[src/hw/rtl/iirdf1_pkg.sv]
// Shared types and constants for the direct form I IIR filter.
// No dependencies; imported by iir_direct_form_one_filter.
package iirdf1_pkg;

  localparam int SAMPLE_W  = 16;
  localparam int COEF_W    = 18;
  localparam int FRAC_W    = 14;
  localparam int NUM_COEF  = 7;
  localparam int IDX_W     = 3;
  localparam int PROD_W    = SAMPLE_W + COEF_W;
  // Seven products of at most 2^32 each fit in 36 bits plus sign; keep margin.
  localparam int ACC_W     = PROD_W + 4;
  localparam int SHIFT_W   = ACC_W - FRAC_W;
  localparam int STEP_W    = 3;

  // Coefficient register indexes.
  localparam logic [IDX_W-1:0] REG_B0 = 3'd0;
  localparam logic [IDX_W-1:0] REG_B1 = 3'd1;
  localparam logic [IDX_W-1:0] REG_B2 = 3'd2;
  localparam logic [IDX_W-1:0] REG_B3 = 3'd3;
  localparam logic [IDX_W-1:0] REG_A1 = 3'd4;
  localparam logic [IDX_W-1:0] REG_A2 = 3'd5;
  localparam logic [IDX_W-1:0] REG_A3 = 3'd6;

  localparam logic signed [COEF_W-1:0] B0_RESET = 18'sd16384;

  typedef logic signed [SAMPLE_W-1:0] sample_t;
  typedef logic signed [COEF_W-1:0]   coef_t;
  typedef logic signed [PROD_W-1:0]   prod_t;
  typedef logic signed [ACC_W-1:0]    acc_t;

endpackage

[src/hw/rtl/iir_direct_form_one_filter.sv]
// Third-order direct form I IIR filter on one shared 18x16 multiplier.
// Depends on iirdf1_pkg for widths, types and register indexes.
//
//   channel   direction  handshake            payload
//   in_       input      in_valid / in_stall  in_sample_in, in_clear_history
//   out_      output     out_valid / out_stall out_sample_out
//   cfg_      input      cfg_valid / cfg_ready cfg_index, cfg_data
//
// Each sample is accepted, then its seven taps go in turn through the single
// multiplier, the last product is added in the drain state, and the result
// is rounded, saturated and registered while the histories shift.
// Reset (rst_n low, synchronous) clears both histories and the controller and
// loads b0 = 1.0 with all other coefficients zero.
// in_stall is high while a sample is in progress; a finished result waits in
// the sequencer if the output register is still held by out_stall.
module iir_direct_form_one_filter
  import iirdf1_pkg::*;
(
  input  logic                clk,
  input  logic                rst_n,
  input  logic                in_valid,
  output logic                in_stall,
  input  logic [SAMPLE_W-1:0] in_sample_in,
  input  logic                in_clear_history,
  output logic                out_valid,
  input  logic                out_stall,
  output logic [SAMPLE_W-1:0] out_sample_out,
  input  logic                cfg_valid,
  output logic                cfg_ready,
  input  logic [IDX_W-1:0]    cfg_index,
  input  logic [COEF_W-1:0]   cfg_data
);

  localparam logic [1:0] ST_IDLE  = 2'd0;
  localparam logic [1:0] ST_MUL   = 2'd1;
  localparam logic [1:0] ST_DRAIN = 2'd2;
  localparam logic [1:0] ST_DONE  = 2'd3;

  localparam logic [STEP_W-1:0] LAST_STEP = STEP_W'(NUM_COEF - 1);
  localparam sample_t SAT_HI = {1'b0, {(SAMPLE_W-1){1'b1}}};
  localparam sample_t SAT_LO = {1'b1, {(SAMPLE_W-1){1'b0}}};
  localparam acc_t    HALF   = acc_t'(1) <<< (FRAC_W - 1);

  logic [1:0]        state_r, state_nxt;
  logic [STEP_W-1:0] step_r, step_nxt;
  coef_t             coef_r [NUM_COEF];
  sample_t           x_r;
  sample_t           xh_r [3];
  sample_t           yh_r [3];
  prod_t             prod_r, prod_nxt;
  logic              prod_vld_r, prod_vld_nxt;
  logic              prod_sub_r, prod_sub_nxt;
  acc_t              acc_r, acc_nxt;
  logic              out_valid_r;
  sample_t           out_sample_r;

  coef_t             mul_coef;
  sample_t           mul_data;
  acc_t              prod_ext;
  acc_t              rnd_sum;
  logic signed [SHIFT_W-1:0] shifted;
  sample_t           y_sat;
  logic              in_fire;
  logic              out_load;

  assign in_stall       = (state_r != ST_IDLE);
  assign in_fire        = in_valid && !in_stall;
  assign cfg_ready      = 1'b1;
  assign out_valid      = out_valid_r;
  assign out_sample_out = out_sample_r;

  // Operand select for the shared multiplier: b0 on the new sample, then
  // alternating feedforward and feedback taps, oldest last.
  always_comb begin
    mul_coef     = coef_r[REG_B0];
    mul_data     = x_r;
    prod_sub_nxt = 1'b0;
    case (step_r)
      3'd0: begin
        mul_coef = coef_r[REG_B0];
        mul_data = x_r;
      end
      3'd1: begin
        mul_coef = coef_r[REG_B1];
        mul_data = xh_r[0];
      end
      3'd2: begin
        mul_coef     = coef_r[REG_A1];
        mul_data     = yh_r[0];
        prod_sub_nxt = 1'b1;
      end
      3'd3: begin
        mul_coef = coef_r[REG_B2];
        mul_data = xh_r[1];
      end
      3'd4: begin
        mul_coef     = coef_r[REG_A2];
        mul_data     = yh_r[1];
        prod_sub_nxt = 1'b1;
      end
      3'd5: begin
        mul_coef = coef_r[REG_B3];
        mul_data = xh_r[2];
      end
      3'd6: begin
        mul_coef     = coef_r[REG_A3];
        mul_data     = yh_r[2];
        prod_sub_nxt = 1'b1;
      end
      default: begin
        mul_coef = coef_r[REG_B0];
        mul_data = x_r;
      end
    endcase
    prod_nxt = mul_coef * mul_data;
  end

  // Accumulate the registered product, add or subtract by tap kind.
  assign prod_ext = acc_t'(prod_r);
  always_comb begin
    acc_nxt = acc_r;
    if (prod_vld_r) begin
      acc_nxt = prod_sub_r ? (acc_r - prod_ext) : (acc_r + prod_ext);
    end
  end

  // Round half up, drop the fraction, then clamp to the sample range.
  assign rnd_sum = acc_r + HALF;
  assign shifted = SHIFT_W'(rnd_sum >>> FRAC_W);
  always_comb begin
    if (shifted > SHIFT_W'(SAT_HI)) begin
      y_sat = SAT_HI;
    end else if (shifted < SHIFT_W'(SAT_LO)) begin
      y_sat = SAT_LO;
    end else begin
      y_sat = shifted[SAMPLE_W-1:0];
    end
  end

  assign out_load = (state_r == ST_DONE) && (!out_valid_r || !out_stall);

  // Sequencer.
  always_comb begin
    state_nxt    = state_r;
    step_nxt     = step_r;
    prod_vld_nxt = 1'b0;
    unique case (state_r)
      ST_IDLE: begin
        step_nxt = '0;
        if (in_fire) begin
          state_nxt = ST_MUL;
        end
      end
      ST_MUL: begin
        prod_vld_nxt = 1'b1;
        if (step_r == LAST_STEP) begin
          state_nxt = ST_DRAIN;
        end else begin
          step_nxt = step_r + 1'b1;
        end
      end
      ST_DRAIN: begin
        state_nxt = ST_DONE;
      end
      ST_DONE: begin
        if (out_load) begin
          state_nxt = ST_IDLE;
        end
      end
      default: begin
        state_nxt = ST_IDLE;
      end
    endcase
  end

  // Control registers.
  always_ff @(posedge clk) begin
    if (!rst_n) begin
      state_r     <= ST_IDLE;
      step_r      <= '0;
      prod_vld_r  <= 1'b0;
      out_valid_r <= 1'b0;
    end else begin
      state_r    <= state_nxt;
      step_r     <= step_nxt;
      prod_vld_r <= prod_vld_nxt;
      if (out_load) begin
        out_valid_r <= 1'b1;
      end else if (!out_stall) begin
        out_valid_r <= 1'b0;
      end
    end
  end

  // Datapath registers.
  always_ff @(posedge clk) begin
    prod_r     <= prod_nxt;
    prod_sub_r <= prod_sub_nxt;
    if (in_fire) begin
      x_r   <= in_sample_in;
      acc_r <= '0;
    end else begin
      acc_r <= acc_nxt;
    end
    if (out_load) begin
      out_sample_r <= y_sat;
    end
  end

  // Coefficient registers; an index past the last tap is dropped.
  always_ff @(posedge clk) begin
    if (!rst_n) begin
      for (int i = 0; i < NUM_COEF; i++) begin
        coef_r[i] <= (i == int'(REG_B0)) ? B0_RESET : coef_t'(0);
      end
    end else if (cfg_valid && cfg_ready && (cfg_index <= REG_A3)) begin
      coef_r[cfg_index] <= cfg_data;
    end
  end

  // Input and output histories, newest first. The clear word zeroes them
  // when the sample is taken; the shift happens once the result is final.
  always_ff @(posedge clk) begin
    if (!rst_n) begin
      for (int i = 0; i < 3; i++) begin
        xh_r[i] <= '0;
        yh_r[i] <= '0;
      end
    end else if (in_fire && in_clear_history) begin
      for (int i = 0; i < 3; i++) begin
        xh_r[i] <= '0;
        yh_r[i] <= '0;
      end
    end else if (out_load) begin
      xh_r[2] <= xh_r[1];
      xh_r[1] <= xh_r[0];
      xh_r[0] <= x_r;
      yh_r[2] <= yh_r[1];
      yh_r[1] <= yh_r[0];
      yh_r[0] <= y_sat;
    end
  end

endmodule

[config.mk]
export PLATFORM = sky130hd
export DESIGN_NAME = iir_direct_form_one_filter
export DESIGN_NICKNAME = d
export VERILOG_FILES = /design/src/hw/rtl/iirdf1_pkg.sv /design/src/hw/rtl/iir_direct_form_one_filter.sv
export SDC_FILE = /design/constraint.sdc
export NUM_CORES = 1
export LEC_CHECK = 0
export ABC_AREA = 1
export BUFFER_PORTS_ARGS = -buffer_cell sky130_fd_sc_hd__buf_2
export CORE_MARGIN = 10
export CORE_UTILIZATION = 35
export DETAILED_ROUTE_END_ITERATION = 7
export PLACE_DENSITY_LB_ADDON = 0.25
export SYNTH_ARGS = -nofsm -noshare
export SYNTH_HDL_FRONTEND = slang
export SYNTH_SLANG_ARGS = --single-unit
[constraint.sdc]
create_clock -name clk -period 11.3 [get_ports clk]
set_input_delay 2.26 -clock clk [delete_from_list [all_inputs] [get_ports clk]]
set_output_delay 2.26 -clock clk [all_outputs]
set_load 0.05 [all_outputs]
==> run summary <==
DRT antenna net count - 0
P&R area growth vs syn - 9.39%
CORE AREA - 0.0804 mm²
Clock Skews - 0.0215 ns
clk root buf - clkbuf_16
GRT overflow - 0
synthesized cell area - 0.0283 mm²
clk_lat worst skew - 0.57 ns
Crit. End Element - register
unrepaired setup endpoints after global routing - false
Hold Slack - 0.489 ns
placer's final routability congestion estimate - 0.936
Vias/cell - 4.86
most used cell along the critical path - nand2_1
hold_buf cts - 0
setup violators final - 0
CP startpoint - step_r[0]$_SDFFE_PN0P_
Ports - 62
Global Route Usage Sum - 0.174
GR peak layer - met2
Num CTS Buffers - 40
Final Net Count - 3,853
Min-Delay Path Class - register to register
Worst EP arrival - 9.26 ns
Slowest cell on crit path - o21ai_1
Synth Net Count - 3,821
Yosys cell types - 58
die area - 0.0927 mm²
Final Hold Fails - 0
postcts setup bufs - 0
worst-path fanout max - 36
clock period minus worst slack - 8.76 ns
dpl hpwl - 63,700 µm
M1 GR Usage - 0.246
H-tree depth - 2
HP Start - acc_r[11]$_SDFFE_PP0P_
WS Path Type - register to register
synth warn - 0
#FFs+latches synth - 334
largest net degree at the start of global routing - 98
Max Cap Viol - 0
cells after synthesis - 3,353
DRT Pass-1 Iters - 6
Starting Density - 0.352
first-pass GRT wire length - 129,000 µm
register area share after synthesis - 0.319
asr flop ratio synth - 0
vias in the first global route - 22,037
most used flip-flop cell after synthesis - edfxtp_1
Post-synth EDFFs - 236
worst-margin pin slew - 1.12 ns
row count - 104
fin. max-slew vios - 0
final setup margin - 2.54 ns
Clock transition at path regs - 0.06 ns
GR Layer Usage met2 - 0.275
Final Cell Area - 0.0310 mm²
CTS tree - done
met3 Use GR - 0.0212
Initial DRC Count - 1,694
Slew HR - 0.250
Worst R2R Setup Slack - 2.54 ns
Antenna diodes - 0
initial antenna violation count - 1
die height - 304 µm
status - completed
placed cell areas - 0.0297 mm²
DR DRC count - 0
post-CTS sizing - 0
WL final - 81,200 µm
Largest stage delay, worst path - 0.79 ns
fill count - 8,285
routed len/inst - 18.1 µm
Avg Inst Size Synth - 8.45 µm²
CP required - 11.80 ns
layout cells sized above 1 - 0.0597
setup TNS - 0 ns
clock sink total - 334
fmax - 0.114 GHz
startpoint types - register
vias after detailed routing - 21,774
Die X - 304 µm
Place WS - 2.62 ns
worst r2r src - step_r[0]$_SDFFE_PN0P_
Max clock buf depth - 3
Tcrit/Tclk final - 0.775
buffers added on ports - 60
==> metrics by stage <==
step,utilization,instances
after detailed placement,0.369,4403
final,0.385,4477
after global placement,0.369,4403
after CTS,0.385,4477
after global routing,0.385,4477
after floorplan,-,3353
==> cell families after synthesis <==
family / count (synthesis) / synth area share
xor gates and xnor gates: 104 / 0.0322
buffers and inverters: 841 / 0.114
and+or+nand+nor: 1236 / 0.174
AOI/OAI and AO/OA: 412 / 0.0957
DFF: 334 / 0.319
other: 1 / 0.000132
adders and majority gates: 425 / 0.265
==> worst max-delay path, delay by kind of cell, from the launching register on <==
family	cells	cell delay (ns)
AOI/OAI and AO/OA	1	0.79
xor gates and xnor gates	1	0.16
adders and majority gates	8	3.63
buffers and inverters	7	1.39
DFF	1	0.40
and+or+nand+nor	13	2.30
==> sequential cells by signal, summed over array words and instances, names as in the netlist <==
register,cells
yh_r,48
prod_vld_r,1
state_r,2
x_r,16
prod_r,34
prod_sub_r,1
out_valid,1
step_r,3
out_sample_out,16
coef_r,126
acc_r,38
xh_r,48
==> cell usage after synthesis, types with 4 or more instances <==
cell type | number | area share
a21o_1 | 10 | 0.0027
buf_4 | 10 | 0.0027
fa_1 | 291 | 0.21
a22oi_2 | 6 | 0.0027
a31oi_1 | 9 | 0.0020
edfxtp_1 | 236 | 0.25
nand4_1 | 22 | 0.0049
inv_2 | 24 | 0.0032
nor3_1 | 22 | 0.0039
nand2_1 | 502 | 0.067
clkbuf_1 | 44 | 0.0058
buf_2 | 31 | 0.0055
o21ai_4 | 5 | 0.0029
xor2_1 | 80 | 0.025
nor2_1 | 584 | 0.077
o22ai_1 | 13 | 0.0029
ha_1 | 134 | 0.059
o31ai_1 | 4 | 0.0011
o211ai_1 | 4 | 0.0011
o21ai_0 | 91 | 0.016
o21bai_1 | 15 | 0.0040
o21ai_2 | 6 | 0.0019
dfxtp_1 | 98 | 0.069
xnor2_1 | 24 | 0.0074
o21a_1 | 15 | 0.0040
nand3_1 | 81 | 0.014
a21oi_1 | 134 | 0.024
nor2_2 | 5 | 0.0011
o2111ai_1 | 4 | 0.0012
a221oi_1 | 58 | 0.018
inv_1 | 726 | 0.096
a22o_1 | 16 | 0.0049
==> layer usage <==
| layer | vias up | wire length, µm |
|---|---|---|
| met1 | 10491 | 38100 |
| met4 | 0 | 2430 |
| met3 | 138 | 4180 |
| met2 | 634 | 36500 |
| met5 | - | 0 |
| li1 | 10511 | - |
==> worst paths after layout <==
check                                              end  depth (start not counted)
worst max-delay path                prod_r[28]$_DFF_P_                         30
worst max register to register      prod_r[28]$_DFF_P_                         30
worst min register to register  acc_r[11]$_SDFFE_PP0P_                          2
worst min-delay path            acc_r[11]$_SDFFE_PP0P_                          2
==> area by class of cell <==
class | instances | area [µm²] | area share
inverters | 753 | 2830 | 0.0912
repair buffers | 78 | 435 | 0.0141
clock buffers | 56 | 1130 | 0.0366
multi-input cells | 2178 | 16100 | 0.518
clock inverters | 18 | 153 | 0.00493
flip-flops and latches | 334 | 9050 | 0.292
well taps | 1060 | 1330 | 0.0428
==> layout by cell type (no fill, tap or decap), types with 18 or more instances in the layout <==
master and n:
inv_1 725, nor2_1 584, nand2_1 500, fa_1 291, edfxtp_1 236, ha_1 134
a21oi_1 133, dfxtp_1 98, o21ai_0 91, nand3_1 81, xor2_1 80, buf_2 60
a221oi_1 58, clkbuf_16 42, inv_2 25, xnor2_1 24, nor3_1 22, nand4_1 22
buf_4 18
Power is left out: the tool's default activity adds up to more than one toggle a clock period on the data nets, which glitch-free logic cannot reach.
